<file path="src/rtl/ssph_pkg.sv">
// Shared types, constants and codes for the spectrum smoothing and peak hold engine.
package ssph_pkg;

    localparam int SCOPE_SIZE = 512;
    localparam int ADDR_W     = $clog2(SCOPE_SIZE);
    localparam int CNT_W      = ADDR_W + 1;

    localparam int COL_W      = 9;
    localparam int LVL_W      = 16;
    localparam int TMR_W      = 10;
    localparam int COEFF_W    = 8;
    localparam int CFG_IDX_W  = 3;
    localparam int CFG_DATA_W = 16;

    localparam logic [COEFF_W-1:0]      SMOOTH_MAX  = 8'd253;
    localparam logic [COEFF_W-1:0]      SMOOTH_RST  = 8'd205;
    localparam logic [COEFF_W-1:0]      DECAY_RST   = 8'd243;
    localparam logic [TMR_W-1:0]        HOLD_RST    = 10'd125;
    localparam logic signed [LVL_W-1:0] FLOOR_RST   = -16'sd25600;
    localparam logic signed [LVL_W-1:0] CEIL_RST    = 16'sd0;

    typedef enum logic [1:0] {
        OP_UPDATE = 2'd0,
        OP_TICK   = 2'd1,
        OP_CLEAR  = 2'd2
    } t_op;

    typedef enum logic [CFG_IDX_W-1:0] {
        REG_SMOOTH = 3'd0,
        REG_DECAY  = 3'd1,
        REG_HOLD   = 3'd2,
        REG_FLOOR  = 3'd3,
        REG_CEIL   = 3'd4,
        REG_ENABLE = 3'd5
    } t_reg;

    typedef enum logic [1:0] {
        ST_IDLE,
        ST_UPD,
        ST_TICK,
        ST_CLEAR
    } t_state;

    typedef struct packed {
        logic [COEFF_W-1:0]      smooth;
        logic [COEFF_W-1:0]      decay;
        logic [TMR_W-1:0]        hold;
        logic signed [LVL_W-1:0] flr;
        logic signed [LVL_W-1:0] ceil;
        logic                    enable;
    } t_cfg;

    typedef struct packed {
        logic [TMR_W-1:0]        timer;
        logic signed [LVL_W-1:0] peak;
    } t_pk_ent;

    typedef struct packed {
        logic                    en_lvl;
        logic                    en_pk;
        logic [ADDR_W-1:0]       addr;
        logic signed [LVL_W-1:0] lvl;
        t_pk_ent                 pk;
    } t_wr;

endpackage

</file>
<file path="src/rtl/ssph_cfg.sv">
// Configuration register file with clear request on peak hold disable.
module ssph_cfg (
    input  logic                           i_clk,
    input  logic                           i_rst_n,
    input  logic                           i_cfg_valid,
    input  logic [ssph_pkg::CFG_IDX_W-1:0]  i_cfg_index,
    input  logic [ssph_pkg::CFG_DATA_W-1:0] i_cfg_data,
    output ssph_pkg::t_cfg                  o_cfg,
    output logic                           o_clr_req
);
    import ssph_pkg::*;

    t_cfg r_cfg;

    always_ff @(posedge i_clk) begin
        if (!i_rst_n) begin
            r_cfg.smooth <= SMOOTH_RST;
            r_cfg.decay  <= DECAY_RST;
            r_cfg.hold   <= HOLD_RST;
            r_cfg.flr    <= FLOOR_RST;
            r_cfg.ceil   <= CEIL_RST;
            r_cfg.enable <= 1'b1;
        end else if (i_cfg_valid) begin
            unique case (t_reg'(i_cfg_index))
                REG_SMOOTH: r_cfg.smooth <= i_cfg_data[COEFF_W-1:0];
                REG_DECAY:  r_cfg.decay  <= i_cfg_data[COEFF_W-1:0];
                REG_HOLD:   r_cfg.hold   <= i_cfg_data[TMR_W-1:0];
                REG_FLOOR:  r_cfg.flr    <= $signed(i_cfg_data[LVL_W-1:0]);
                REG_CEIL:   r_cfg.ceil   <= $signed(i_cfg_data[LVL_W-1:0]);
                REG_ENABLE: r_cfg.enable <= i_cfg_data[0];
                default: ;
            endcase
        end
    end

    assign o_cfg     = r_cfg;
    // writing 0 to the enable drops all peaks and timers
    assign o_clr_req = i_cfg_valid && (t_reg'(i_cfg_index) == REG_ENABLE) && !i_cfg_data[0];

endmodule

</file>
<file path="config.mk">
export PLATFORM = sky130hd
export DESIGN_NAME = ssph_cfg
export DESIGN_NICKNAME = d
export VERILOG_FILES = /design/src/rtl/ssph_pkg.sv /design/src/rtl/ssph_cfg.sv
export SDC_FILE = /design/constraint.sdc
export NUM_CORES = 1
export LEC_CHECK = 0
export BUFFER_PORTS_ARGS = -buffer_cell sky130_fd_sc_hd__buf_2
export CORE_ASPECT_RATIO = 0.75
export CORE_MARGIN = 5
export CORE_UTILIZATION = 40
export DETAILED_ROUTE_END_ITERATION = 12
export GPL_TIMING_DRIVEN = 0
export PLACE_DENSITY = 0.66
export SLEW_MARGIN = 20
export SYNTH_ARGS = -nofsm -noshare
export SYNTH_HDL_FRONTEND = slang
export SYNTH_SLANG_ARGS = --single-unit
export TNS_END_PERCENT = 5
</file>
<file path="constraint.sdc">
create_clock -name i_clk -period 1.91 [get_ports i_clk]
set_input_delay 0.0955 -clock i_clk [delete_from_list [all_inputs] [get_ports i_clk]]
set_output_delay 0.0955 -clock i_clk [all_outputs]
set_load 0.01 [all_outputs]
</file>
==> flow_metrics.tcl <==
set metrics [dict create \
    status "completed" \
    intPower_mw 2.07 \
    hp-start "i_cfg_data[12]" \
    pre_cts_ws_ns 0.685 \
    p_leak_nw 1.49 \
    syn_area_per_cell_um2 10.2 \
    clk_pin_slew_ns 0.07 \
    die_x_um 98.4 \
    fin_util_pct 53.7 \
    cp_slowest_cell "dfxtp_1" \
    cpPeakStageDelay_ns 0.35 \
    setup_violations 0 \
    post_cts_buffers 0 \
    initial_core_util_pct 40.8 \
    root_buffer "clkbuf_8" \
    yosys.area.top_type "dfxtp_1" \
    cp_data_arrival_time_ns 0.83 \
    dp_hpwl_um 4290 \
    wl_per_cell_um 14.2 \
    clk_latency_ns 0.33 \
    hold_class "in -> reg" \
    layout.nets 345 \
    powerDensity_mw_per_mm2 868 \
    cts_tree "built" \
    cts_inserted_buffers 9 \
    synth_cell_types 14 \
    ant_nets 0 \
    drc 0 \
    p_seq_share_pct 47.6 \
    cts_sinks 59 \
    grt_pass1_wl_um 9600 \
    critical_path_buf_inv_count 1 \
    core_area_mm2 0.00574 \
    grt_use_met1_pct 21.0 \
    timing.final.ws_setup_ns 0.982 \
    rsz0062_at_grt "no" \
    grt_max_degree 11 \
    die_area_mm2 0.00750 \
    grtUsageTotal_pct 16.4 \
    yosysWarnings 0 \
    synth_common_cells "dfxtp_1 (59), mux2i_1 (59), nand2_1 (53)" \
    met3_usage_pct 8.42 \
    swShare_pct 22.4 \
    largest_reg_flops 59 \
    io_pins 82 \
    synth-seq-area-share_pct 50.4 \
    synthCells 229 \
    yosys_most_used_dff "dfxtp_1" \
    crit_fanout 2 \
    crit_chain "buf_2" \
    via_count 1842 \
    postCtsHoldBufs 3 \
    htreeDepth 3 \
    clock_path_buffers 2 \
    drive_gt1_share_pct 32.6 \
    crit_path_end_kind "output port" \
    fp.dieH_um 76.3 \
    synth_edf_count 0 \
    required_ns 1.81 \
    r2r-start "o_cfg[37]" \
    cap_viol_max_count 0 \
    ys_top_cells_by_area "dfxtp_1 (50%), mux2i_1 (25%), nor2b_1 (9.1%), nand2_1 (8.5%), buf_2 (1.3%)" \
    use_met2_pct 24.2 \
    clkPwrFrac_pct 44.7 \
    post-route-period-util_pct 48.6 \
    async_flop_share_pct 0 \
    portBuffers 80 \
    final_max_slew_viol_count 0 \
    setup_tns_ns 0 \
    via_per_inst 4.54 \
    syn_nets 251 \
    antenna_found_initial 0 \
    path_delay_family "flip-flops" \
    drt_first_pass_iters 4 \
    area_growth_pct 31.4 \
    post-route-min-period_ns 0.928 \
    place_congestion 0.748 \
    fmax_mhz 1080 \
    path_class "reg -> out" \
    worstMarginPinSlew_ns 0.496 \
    slew_headroom_pct 66.9 \
    vdd_drop_max_mv 0.570 \
    top_usage_layer "met2" \
    combPwrFrac_pct 7.7 \
    final_hold_viol_count 0 \
    synth_top_area_share_pct 50.4 \
    drt_wl_total_um 5780 \
    syn_area_mm2 0.00234 \
    critPathLaunchType "flop" \
    gr-total-overflow 0 \
    startpoint "o_cfg[39]" \
    synth_seq_cells 59 \
    grt_pass1_vias 1893 \
    total_power_mw 2.67 \
    p_switching_mw 0.599 \
    antenna_cells 0 \
    rows 24 \
    finClkSkew_ns 0 \
    dr.first_iter.drc_count 41 \
    cts.repair.resized 0 \
]
## path summary, 6_finish.rpt
check | end | slack, ns | depth (start not counted)
hold / removal | o_cfg[13] | 0.03 | 3
hold reg to reg | o_cfg[25] | 0.46 | 2
setup / recovery | o_cfg[39] | 0.98 | 1
setup reg to reg | o_cfg[37] | 1.27 | 2
## layout by cell type, fill, tap and decap left out
cell type       n
and4bb_2        1
clkbuf_8        9
buf_4           3
buf_6           1
nand4bb_1       2
or4b_1          1
clkbuf_1        8
nor2_1          1
bufinv_16       2
dlygate4sd3_1   3
dfxtp_1        59
clkinv_2        4
nor2b_1        34
nand4b_1        1
nand2_1        53
mux2i_1        59
and4b_2         1
buf_2          86
## logic make-up (layout without fill, tap and decap cells)
group | after synthesis | after routing | share of synthesized area, %
and+or+nand+nor | 94 | 94 | 20.5
muxes | 59 | 59 | 25.2
DFF | 59 | 59 | 50.4
buffers and inverters | 17 | 116 | 3.85
## power by group through the flow
stage	Clock, mW	Combinational (mW)	Sequential, mW
after CTS	1.23	0.209	1.27
final	1.20	0.206	1.27
after detailed placement	0	0.204	1.30
after global routing	1.30	0.228	1.27
after floorplan	0	0.103	1.31
after global placement	0	0.202	1.30
## layer usage
metal / routed length (µm) / vias to the layer above
li1: - / 941
met1: 2700 / 846
met2: 2620 / 45
met3: 392 / 10
met4: 69 / 0
met5: 0 / -
## through the flow
| stage | cell area, µm² | cells | hold slack, ns |
|---|---|---|---|
| finish | 3080 | 406 | 0.0269 |
| global route | 3080 | 406 | 0.0218 |
| CTS | 3080 | 406 | 0.00825 |
| detailed placement | 2840 | 387 | 0.358 |
| global placement | 2840 | 387 | 0.359 |
| floorplan | 2340 | 229 | 0.234 |
## cell type report
type | instances | area [µm²]
Fill cell | 548 | 2660
Sequential cell | 59 | 1180
Timing Repair Buffer | 83 | 430
Buffer | 17 | 90.1
Clock inverter | 6 | 80.1
Multi-Input combinational cell | 153 | 1070
Tap cell | 78 | 97.6
Clock buffer | 10 | 128
(Power assumes the default switching activity.)
