==> config.mk <==
export PLATFORM = sky130hd
export DESIGN_NAME = ssph_dp
export DESIGN_NICKNAME = d
export VERILOG_FILES = /design/src/rtl/ssph_pkg.sv /design/src/rtl/ssph_dp.sv
export SDC_FILE = /design/constraint.sdc
export NUM_CORES = 1
export LEC_CHECK = 0
export BUFFER_PORTS_ARGS = -buffer_cell sky130_fd_sc_hd__buf_2
export CORE_MARGIN = 2
export CORE_UTILIZATION = 37
export DETAILED_ROUTE_END_ITERATION = 7
export SYNTH_ARGS = -nofsm -noshare
export SYNTH_HDL_FRONTEND = slang
export SYNTH_SLANG_ARGS = --single-unit
==> constraint.sdc <==
create_clock -name vclk -period 15.9
set_input_delay 2.385 -clock vclk [all_inputs]
set_output_delay 2.385 -clock vclk [all_outputs]
set_load 0.01 [all_outputs]
==> src/rtl/ssph_pkg.sv <==
// Shared types, constants and codes for the spectrum smoothing and peak hold engine.
package ssph_pkg;

    localparam int SCOPE_SIZE = 512;
    localparam int ADDR_W     = $clog2(SCOPE_SIZE);
    localparam int CNT_W      = ADDR_W + 1;

    localparam int COL_W      = 9;
    localparam int LVL_W      = 16;
    localparam int TMR_W      = 10;
    localparam int COEFF_W    = 8;
    localparam int CFG_IDX_W  = 3;
    localparam int CFG_DATA_W = 16;

    localparam logic [COEFF_W-1:0]      SMOOTH_MAX  = 8'd253;
    localparam logic [COEFF_W-1:0]      SMOOTH_RST  = 8'd205;
    localparam logic [COEFF_W-1:0]      DECAY_RST   = 8'd243;
    localparam logic [TMR_W-1:0]        HOLD_RST    = 10'd125;
    localparam logic signed [LVL_W-1:0] FLOOR_RST   = -16'sd25600;
    localparam logic signed [LVL_W-1:0] CEIL_RST    = 16'sd0;

    typedef enum logic [1:0] {
        OP_UPDATE = 2'd0,
        OP_TICK   = 2'd1,
        OP_CLEAR  = 2'd2
    } t_op;

    typedef enum logic [CFG_IDX_W-1:0] {
        REG_SMOOTH = 3'd0,
        REG_DECAY  = 3'd1,
        REG_HOLD   = 3'd2,
        REG_FLOOR  = 3'd3,
        REG_CEIL   = 3'd4,
        REG_ENABLE = 3'd5
    } t_reg;

    typedef enum logic [1:0] {
        ST_IDLE,
        ST_UPD,
        ST_TICK,
        ST_CLEAR
    } t_state;

    typedef struct packed {
        logic [COEFF_W-1:0]      smooth;
        logic [COEFF_W-1:0]      decay;
        logic [TMR_W-1:0]        hold;
        logic signed [LVL_W-1:0] flr;
        logic signed [LVL_W-1:0] ceil;
        logic                    enable;
    } t_cfg;

    typedef struct packed {
        logic [TMR_W-1:0]        timer;
        logic signed [LVL_W-1:0] peak;
    } t_pk_ent;

    typedef struct packed {
        logic                    en_lvl;
        logic                    en_pk;
        logic [ADDR_W-1:0]       addr;
        logic signed [LVL_W-1:0] lvl;
        t_pk_ent                 pk;
    } t_wr;

endpackage

==> src/rtl/ssph_dp.sv <==
// Datapath: exponential smoothing with clamp, peak capture and per-tick decay.
module ssph_dp (
    input  ssph_pkg::t_cfg                    i_cfg,
    input  logic signed [ssph_pkg::LVL_W-1:0] i_old_lvl,
    input  logic signed [ssph_pkg::LVL_W-1:0] i_new_lvl,
    input  ssph_pkg::t_pk_ent                 i_pk,
    input  logic signed [ssph_pkg::LVL_W-1:0] i_tick_flr,
    input  logic [ssph_pkg::COEFF_W-1:0]      i_tick_dcy,
    output logic signed [ssph_pkg::LVL_W-1:0] o_smooth,
    output ssph_pkg::t_pk_ent                 o_upd_pk,
    output ssph_pkg::t_pk_ent                 o_tick_pk
);
    import ssph_pkg::*;

    logic [COEFF_W-1:0]        a;
    logic signed [LVL_W:0]     diff;
    logic signed [LVL_W+9:0]   prod;
    logic signed [LVL_W+10:0]  sum;
    logic signed [LVL_W+2:0]   sh;
    logic signed [LVL_W+2:0]   flr_x;
    logic signed [LVL_W+2:0]   ceil_x;
    logic [LVL_W:0]            h;
    logic [LVL_W+COEFF_W:0]    dprod;
    logic [LVL_W+1:0]          npk;

    // a*old + (256-a)*new == 256*new + a*(old-new)
    always_comb begin
        a      = (i_cfg.smooth > SMOOTH_MAX) ? SMOOTH_MAX : i_cfg.smooth;
        diff   = {i_old_lvl[LVL_W-1], i_old_lvl} - {i_new_lvl[LVL_W-1], i_new_lvl};
        prod   = $signed({1'b0, a}) * diff;
        sum    = $signed({{3{i_new_lvl[LVL_W-1]}}, i_new_lvl, 8'h00})
               + $signed({prod[LVL_W+9], prod})
               + (LVL_W+11)'(128);
        sh     = $signed(sum[LVL_W+10:8]);
        flr_x  = {{3{i_cfg.flr[LVL_W-1]}}, i_cfg.flr};
        ceil_x = {{3{i_cfg.ceil[LVL_W-1]}}, i_cfg.ceil};
        // floor test first, so the floor wins for values below it
        if (sh < flr_x) begin
            o_smooth = i_cfg.flr;
        end else if (sh > ceil_x) begin
            o_smooth = i_cfg.ceil;
        end else begin
            o_smooth = $signed(sh[LVL_W-1:0]);
        end

        if (i_cfg.enable && (o_smooth > i_pk.peak)) begin
            o_upd_pk.timer = i_cfg.hold;
            o_upd_pk.peak  = o_smooth;
        end else begin
            o_upd_pk = i_pk;
        end
    end

    always_comb begin
        h     = {i_pk.peak[LVL_W-1], i_pk.peak} - {i_tick_flr[LVL_W-1], i_tick_flr};
        dprod = h * i_tick_dcy;
        npk   = {{2{i_tick_flr[LVL_W-1]}}, i_tick_flr}
              + {1'b0, dprod[LVL_W+COEFF_W:COEFF_W]};
        if (i_pk.timer != '0) begin
            o_tick_pk.timer = i_pk.timer - TMR_W'(1);
            o_tick_pk.peak  = i_pk.peak;
        end else if (i_pk.peak <= i_tick_flr) begin
            o_tick_pk.timer = '0;
            o_tick_pk.peak  = i_tick_flr;
        end else begin
            o_tick_pk.timer = '0;
            o_tick_pk.peak  = $signed(npk[LVL_W-1:0]);
        end
    end

endmodule

==> summary.md, run 1 <==
| Metric | Value |
|---|---|
| Slew Limit Fails | 0 |
| Post-route clock period utilization | 1.02 |
| Number of sequential cells | 0 |
| Netlist cell types | 70 |
| Crit-path max FO | 8 |
| Dpl hpwl | between 30000 and 40000 um |
| Mapped cell area | 14100 um^2 |
| Crit Path Class | input pin to output port |
| Largest net degree at the start of global routing | 34 |
| Global-route wire length before repair | 70500 um |
| CP arrival | roughly 14000 ps |
| DRT iter0 DRCs | 620 |
| Syn Inst Count | about 1800 |
| Core area | ~38000 um^2 |
| Routed len/inst | about 16 um |
| DRT Wirelength | 43600 um |
| Failing checks | negative setup slack |
| Die width | roughly 200 um |
| Max-cap violations | 0 |
| Overall Global Routing Usage | 0.222 |
| DP Cell Count | 2615 |
| Die area | ~40000 um^2 |
| Top cell type's share of synthesized area | 0.310 |
| # IOs | 209 |
| Reg area | 0 um^2 |
| Synthesis Warnings | 0 |
| Unrepaired setup endpoints after global routing | true |
| Initial antenna violation count | 4 |
| Met3 WL | approximately 2300 um |
| Worst-margin pin slew | 1160 ps |
| Drc violations | 0 |
| Max stage delay on crit path | ~560 ps |
| Post-Syn Area per Cell | roughly 8.0 um^2 |
| Via density | 5.01 |
| Final setup vio count | 26 |
| Final setup margin | -249 ps |
| Layout Cells excl Fill | about 2600 |
| Hold crit path type | input pin to output port |
| Synth-to-Final Area Change | 28.2% |
| GRT overflow | 0 |
| Detailed-routing wirelength on met1 | just under 20000 um |
| Outcome | finished, violations left |
| TritonRoute pass-1 iters | 5 |
| Highest metal used | met5 |
| Startpoint types | input pin |
| Final instance area | about 18000 um^2 |
| Overall die height | approximately 200 um |
| Seq/Total Area, Yosys | 0 |
| Required time of the worst setup path | 13520 ps |
| Final #Nets | ~2700 |
| Initial core utilization | 0.375 |
| ANT nets after route | 0 |
| Critical path's slowest cell | fa_2 |
| Core Rows | 71 |
| Top-count cell post-synth | inv_1 |
| # clk buffers | 0 |
| Number of fill cells | ~3800 |
| Most frequent cells after synthesis | 361 x inv_1, 219 x fa_1, 196 x nand2_1 |
| Vias | 13300 |
| Area contributors post-synth | fa_1 31%, ha_1 17%, inv_1 9.6%, nand2_1 5.2%, and2_1 4.5% |
| Min Hold Slack | 5040 ps |
| Slew headroom | 0.218 |
| Post-Syn Nets | 2312 |
| Placer Congestion | about 0.96 |
| Setup crit end kind | output port |
| Area leader, netlist | fa_1 |
| Vias in the first global route | 13700 |
| PortBufs | ~200 |
| Placed Area | 17100 um^2 |
| Final Critical Period | 16150 ps |
| Final Hold Viols | 0 |
| Layout cells sized above 1 | 0.262 |
| Final core utilization | 0.481 |
| Max Clk Rate | around 0.062 GHz |
| Wire length on met2 | ~20000 um |
[path summary, 6_finish.rpt]
check	startpoint	end	slack, ps	cells past startpoint
worst max-delay path	i_new_lvl[1]	o_upd_pk[24]	-250	54
worst min-delay path	i_pk[16]	o_tick_pk[16]	5040	3
[routing by layer]
layer  global-route usage  up-vias
met5                    0        -
met4               0.0576        2
met3               0.0143       60
met2                0.374      364
met1                0.307     6395
li1                     -     6433
[cell type report]
class / count / area, um^2 / area share
Antenna cell: 3 / 7.51 / 0.000414
Inverter: 361 / 1360 / 0.0749
Multi-Input combinational cell: 1350 / 13200 / 0.727
Tap cell: 511 / 639 / 0.0353
Timing Repair Buffer: 421 / 2940 / 0.162
[layout by cell type, fill, tap and decap left out, drive strengths merged, types with 6 or more instances in the layout]
master and n:
a211oi 7, a21boi 9, a21o 35, a21oi 61, a31oi 10, and2 102
and3 10, buf 419, fa 219, ha 191, inv 361, mux2 26
mux2i 37, nand2 196, nand2b 17, nand3 29, nand4 14, nor2 75
nor2b 33, nor3 27, nor4bb 6, o21a 18, o21ai 60, o311ai 7
o41ai 6, or2 8, or3 8, xnor2 53, xor2 19
[metrics by stage]
stage	worst slack, ps	setup TNS [ps]
finish	-249	-5340
global route	-692	-17000
CTS	-569	-12670
detailed placement	-1240	-31020
global placement	-1010	-24810
floorplan	24.0	0
[what timing repair did]
item / in CTS / in global routing
hold buffers: 0 / 0
endpoints found under the setup margin: 26 / 26
pin swaps: 46 / 44
gates resized for setup: 63 / 111
cloned: 2 / 2
setup buffers: 14 / 15
[worst max-delay path: cells and delay by family]
family	cells	cell delay (ps)
AOI/OAI and AO/OA	23	4290
buffers and inverters	12	1510
and+or+nand+nor	8	1660
adders and majority gates	9	3370
muxes	1	330
xor gates and xnor gates	1	160
[logic make-up (layout without fill, tap and decap cells)]
group / Yosys count / after routing / synth area share
xor gates and xnor gates: 72 / 72 / 0.0446
buffers and inverters: 411 / 782 / 0.110
and+or+nand+nor: 539 / 539 / 0.189
AOI/OAI and AO/OA: 266 / 266 / 0.130
adders and majority gates: 410 / 410 / 0.479
muxes: 63 / 63 / 0.0469
other: 0 / 3 / 0
Power of run 1 is left out: the tool's default activity adds up to more than one toggle a clock period on the data nets, which glitch-free logic cannot reach.
==> run 2: changes to the inputs <==
--- a/config.mk
+++ b/config.mk
@@ -5,10 +5,12 @@
 export SDC_FILE = /design/constraint.sdc
 export NUM_CORES = 1
 export LEC_CHECK = 0
+export ABC_AREA = 1
 export BUFFER_PORTS_ARGS = -buffer_cell sky130_fd_sc_hd__buf_2
 export CORE_MARGIN = 2
-export CORE_UTILIZATION = 37
+export CORE_UTILIZATION = 56
 export DETAILED_ROUTE_END_ITERATION = 7
+export PLACE_DENSITY = 0.81
 export SYNTH_ARGS = -nofsm -noshare
 export SYNTH_HDL_FRONTEND = slang
 export SYNTH_SLANG_ARGS = --single-unit
==> run 2 against run 1 <==
Compared with the run above: clock-buffer cell count stayed put; the flow now finishes without violations; sequential share of layout area unchanged; routed wire length fell by 0.45%; global-route usage increased by 9.4 points; flip-flop and latch count unchanged; non-clock buffer count down 212; die area fell by 31%; via count rose by 11%; final cell count is 1.6% higher.
==> summary.md, run 2 <==
| Metric | Value |
|---|---|
| Outcome | finished clean |
| Drc violations | 0 |
| Critical path capture point | o_upd_pk[3] |
| Vias in the first global route | around 15000 |
| Final Critical Period | roughly 15000 ps |
| Number of sequential cells | 0 |
| Commonest non-fill, non-tap cell in the layout | inv_1 |
| Slew headroom | 0.453 |
| CP dominant cell by count | nand2_1 |
| ANT nets after route | 0 |
| Crit Path Class | input pin to output port |
| Slew Limit Fails | 0 |
| Post-Syn Area per Cell | about 6.7 um^2 |
| Via density | about 5.5 |
| Synth-to-Final Area Change | 9.30% |
| Critical path's slowest cell | fa_1 |
| Post-route clock period utilization | 0.950 |
| Final instance area | about 16000 um^2 |
| Commonest cells after routing, fill and taps aside | 515 x inv_1, 479 x nand2_1, 219 x fa_1 |
| TritonRoute pass-1 iters | 5 |
| Layout cells sized above 1 | 0.125 |
| Placed Area | approximately 16000 um^2 |
| Syn Inst Count | between 2000 and 2500 |
| Max stage delay on crit path | between 500 and 600 ps |
| Max Clk Rate | 0.0662 GHz |
| Post-Syn Nets | 2732 |
| Routed len/inst | approximately 16 um |
| Required time of the worst setup path | between 10000 and 15000 ps |
| Top-count cell post-synth | inv_1 |
| GRT overflow | 0 |
| Final setup vio count | 0 |
| Netlist cell types | 47 |
| Synthesis Warnings | 0 |
| Hold_buf cts | 0 |
| Initial core utilization | 0.568 |
| Core Rows | 59 |
| # clk buffers | 0 |
| Area of the multi-input gates | 12600 um^2 |
| Largest net degree at the start of global routing | 29 |
| Hold crit path type | input pin to output port |
| Core area | around 26000 um^2 |
| PortBufs | roughly 200 |
| Final #Nets | about 2900 |
| Die area | 27600 um^2 |
| Mapped cell area | roughly 15000 um^2 |
| Placer Congestion | between 1 and 1.5 |
| Most frequent cells after synthesis | 516 x inv_1, 480 x nand2_1, 219 x fa_1 |
| Startpoint types | input pin |
| Overall die height | about 170 um |
| Crit-path max FO | 16 |
| Reg area | 0 um^2 |
| Min Hold Slack | 5030 ps |
| Setup crit end kind | output port |
| Overall Global Routing Usage | 0.316 |
| Diodes inserted | 0 |
| Worst-margin pin slew | 817 ps |
| Global-route wire length before repair | around 72000 um |
| Die width | about 170 um |
| Final Hold Viols | 0 |
| Crit path from | i_old_lvl[0] |
| Dpl hpwl | around 38000 um |
| Top cell type's share of synthesized area | 0.298 |
| Seq/Total Area, Yosys | 0 |
| Max-cap violations | 0 |
| # IOs | 209 |
| DRT Wirelength | 43400 um |
| Area contributors post-synth | fa_1 30%, ha_1 16%, inv_1 13%, nand2_1 12%, nor2_1 5.0% |
| Vias | 14700 |
| Number of fill cells | roughly 2400 |
| DRT iter0 DRCs | 1190 |
| Final core utilization | 0.621 |
| CP arrival | around 13000 ps |
| Initial antenna violation count | 0 |
| Area leader, netlist | fa_1 |
run 2: cell types whose count changed in the layout (fill, tap and decap cells not counted), moves of 27 or more:
cell,previous run,this run
mux2i_1,36,0
xnor2_1,50,19
buf_6,27,0
nand3_1,29,95
a21oi_1,52,112
nor2_1,72,198
a21o_1,35,6
nor2b_1,30,0
nand2_1,186,479
or2_2,7,37
and2_1,100,13
inv_1,353,515
buf_4,203,8
run 2: metrics by stage:
step                      instances  TNS, ps  setup WS (ps)
after global routing           2688     -134          -38.0
after detailed placement       2686        0            382
final                          2688        0            797
after global placement         2686        0            645
after CTS                      2686        0            341
after floorplan                2181        0           1820
run 2: what timing repair did:
item                                    CTS  global route
resized for setup                         0            13
endpoints found under the setup margin    0            26
setup buffers                             0             2
run 2: area by class of cell:
class	count	area share
well taps	335	0.0261
multi-input cells	1624	0.786
inverters	520	0.122
repair buffers	209	0.0663
run 2: cell families after synthesis:
kind of cell	share of synthesized area
AOI/OAI and AO/OA	0.0967
xor gates and xnor gates	0.0375
adders and majority gates	0.460
buffers and inverters	0.144
and+or+nand+nor	0.262
run 2: how the worst min path moves through the flow:
stage               slack, ps             to  startpoint  cells past startpoint
floorplan                4820  o_tick_pk[16]    i_pk[16]                      1
global placement         5010  o_tick_pk[16]    i_pk[16]                      3
detailed placement       5020  o_tick_pk[16]    i_pk[16]                      3
CTS                      5020  o_tick_pk[16]    i_pk[16]                      3
global route             5030  o_tick_pk[16]    i_pk[16]                      3
finish                   5030  o_tick_pk[16]    i_pk[16]                      3
run 2: worst max-delay path, delay by kind of cell:
kind                       cells  cell delay [ps]
adders and majority gates     10             4130
and+or+nand+nor               27             3120
AOI/OAI and AO/OA              8             1370
buffers and inverters         12             1210
xor gates and xnor gates       2              490
run 2: per-layer routing:
layer  track usage  wire length (um)
met1         0.435             18400
met4        0.0718              1150
met2         0.540             20600
met5             0                 0
met3        0.0322              3230
Power of run 2 is left out for the same reason.
==> run 3: changes to the inputs <==
--- a/config.mk
+++ b/config.mk
@@ -8,9 +8,9 @@
 export ABC_AREA = 1
 export BUFFER_PORTS_ARGS = -buffer_cell sky130_fd_sc_hd__buf_2
 export CORE_MARGIN = 2
-export CORE_UTILIZATION = 56
+export CORE_UTILIZATION = 60
 export DETAILED_ROUTE_END_ITERATION = 7
-export PLACE_DENSITY = 0.81
+export PLACE_DENSITY = 0.83
 export SYNTH_ARGS = -nofsm -noshare
 export SYNTH_HDL_FRONTEND = slang
 export SYNTH_SLANG_ARGS = --single-unit
==> constraint.sdc (replaced) <==
create_clock -name vclk -period 18.3
set_input_delay 2.745 -clock vclk [all_inputs]
set_output_delay 2.745 -clock vclk [all_outputs]
set_load 0.01 [all_outputs]
==> run 3 against run 2 <==
Compared with the run above: sequential share of layout area is the same; via count grew 0.46%; largest cell class unchanged; core utilization grew 4.1 points; first-iteration DRC count shrank 8.4%; final cell count shrank 0.60%; non-clock buffer count shrank 5; clock-buffer cell count is the same; hold slack gained 720 ps; die area shrank 6.5%.
==> summary.md, run 3 (same netlist as run 2, synthesis figures left out) <==
| Metric | Value |
|---|---|
| Reg area | 0 um^2 |
| Core area | 24200 um^2 |
| CP dominant cell by count | nand2_1 |
| Vias in the first global route | about 15000 |
| Post_cts resized | 0 |
| Worst-margin pin slew | 1180 ps |
| Post-route clock period utilization | 0.930 |
| Setup crit end kind | output port |
| # IOs | 209 |
| Routed len/inst | 16.1 um |
| Die width | approximately 160 um |
| Crit path from | i_old_lvl[0] |
| ANT nets after route | 0 |
| Initial core utilization | 0.609 |
| Diodes inserted | 0 |
| Pre-CTS setup slack | 1500 ps |
| # clk buffers | 0 |
| Final #Nets | ~2900 |
| Final setup vio count | 0 |
| Crit-path max FO | 23 |
| Final Hold Viols | 0 |
| Layout cells sized above 1 | 0.120 |
| Number of sequential cells | 0 |
| Die area | 25800 um^2 |
| Max-cap violations | 0 |
| Crit Path Class | input pin to output port |
| Max Clk Rate | approximately 0.06 GHz |
| GRT overflow | 0 |
| Global-route wire length before repair | approximately 70000 um |
| Placer Congestion | between 1 and 1.5 |
| Initial antenna violation count | 0 |
| Via density | about 5.5 |
| Final Critical Period | 17020 ps |
| Final setup margin | 1280 ps |
| Final TNS setup | 0 ps |
| Dpl hpwl | 37600 um |
| Commonest non-fill, non-tap cell in the layout | inv_1 |
| Unrepaired setup endpoints after global routing | false |
| Overall Global Routing Usage | 0.336 |
| Largest net degree at the start of global routing | 29 |
| Synth-to-Final Area Change | 8.67% |
| Core Rows | 57 |
| Vias | approximately 15000 |
| Hold crit path type | input pin to output port |
| Setup Fix Bufs, Post-CTS | 0 |
| Hold Crit Endpoint | o_tick_pk[16] |
| Hold Crit Depth | 3 |
| Outcome | finished clean |
| Drc violations | 0 |
| Slew headroom | 0.209 |
| Hold_buf cts | 0 |
| Max stage delay on crit path | between 500 and 600 ps |
| Overall die height | 161 um |
| Commonest cells after routing, fill and taps aside | 516 x inv_1, 480 x nand2_1, 219 x fa_1 |
| Hold Path Origin | i_pk[16] |
| TritonRoute pass-1 iters | 6 |
| CP arrival | roughly 14000 ps |
| Required time of the worst setup path | 15550 ps |
| DRT Wirelength | 42900 um |
| DRT iter0 DRCs | between 1000 and 1500 |
| Critical path's slowest cell | fa_1 |
| Slew Limit Fails | 0 |
| PortBufs | 201 |
| Startpoint types | input pin |
==> run 3: changes by cell type in the layout (fill, tap and decap cells not counted), sizes merged <==
cell,previous run,this run
buf,209,204
clkinvlp,1,0
inv,518,519
==> run 3: per-layer routing <==
metal | vias to the layer above | wire length [um] | global-route usage
met5 | - | 0 | 0
met4 | 0 | 1520 | 0.109
met3 | 120 | 3420 | 0.0380
met2 | 637 | 20600 | 0.582
met1 | 6968 | 17400 | 0.440
li1 | 7014 | - | -
==> run 3: worst max path at each step <==
| stage | to | slack (ps) | cells past startpoint |
|---|---|---|---|
| 2_1_floorplan | o_upd_pk[10] | 3500 | 59 |
| 3_3_place_gp | o_upd_pk[24] | 1760 | 58 |
| 3_5_place_dp | o_upd_pk[24] | 1500 | 56 |
| 4_1_cts | o_upd_pk[24] | 1460 | 56 |
| 5_1_grt | o_upd_pk[24] | 340 | 57 |
| 6_report | o_upd_pk[20] | 1280 | 56 |
==> run 3: through the flow <==
stage / hold WS (ps) / instance area, um^2 / std cells / utilization
floorplan: 5540 / 14700 / 2181 / -
global placement: 5740 / 16000 / 2672 / 0.662
detailed placement: 5750 / 16000 / 2672 / 0.662
CTS: 5750 / 16000 / 2672 / 0.662
global route: 5750 / 16000 / 2672 / 0.662
finish: 5750 / 16000 / 2672 / 0.662
==> run 3: worst max-delay path, delay by kind of cell <==
| family | cells | cell delay [ps] |
|---|---|---|
| compound gates | 10 | 1670 |
| xor+xnor | 2 | 710 |
| fa+ha+maj | 10 | 4050 |
| buf+inv | 11 | 1750 |
| simple gates | 23 | 3300 |
==> run 3: layout make-up <==
cell class / instances / area, um^2
Timing Repair Buffer: 204 / 1030
Tap cell: 324 / 405
Fill cell: 2196 / 8180
Inverter: 520 / 1950
Multi-Input combinational cell: 1624 / 12600
Power of run 3 is left out for the same reason.
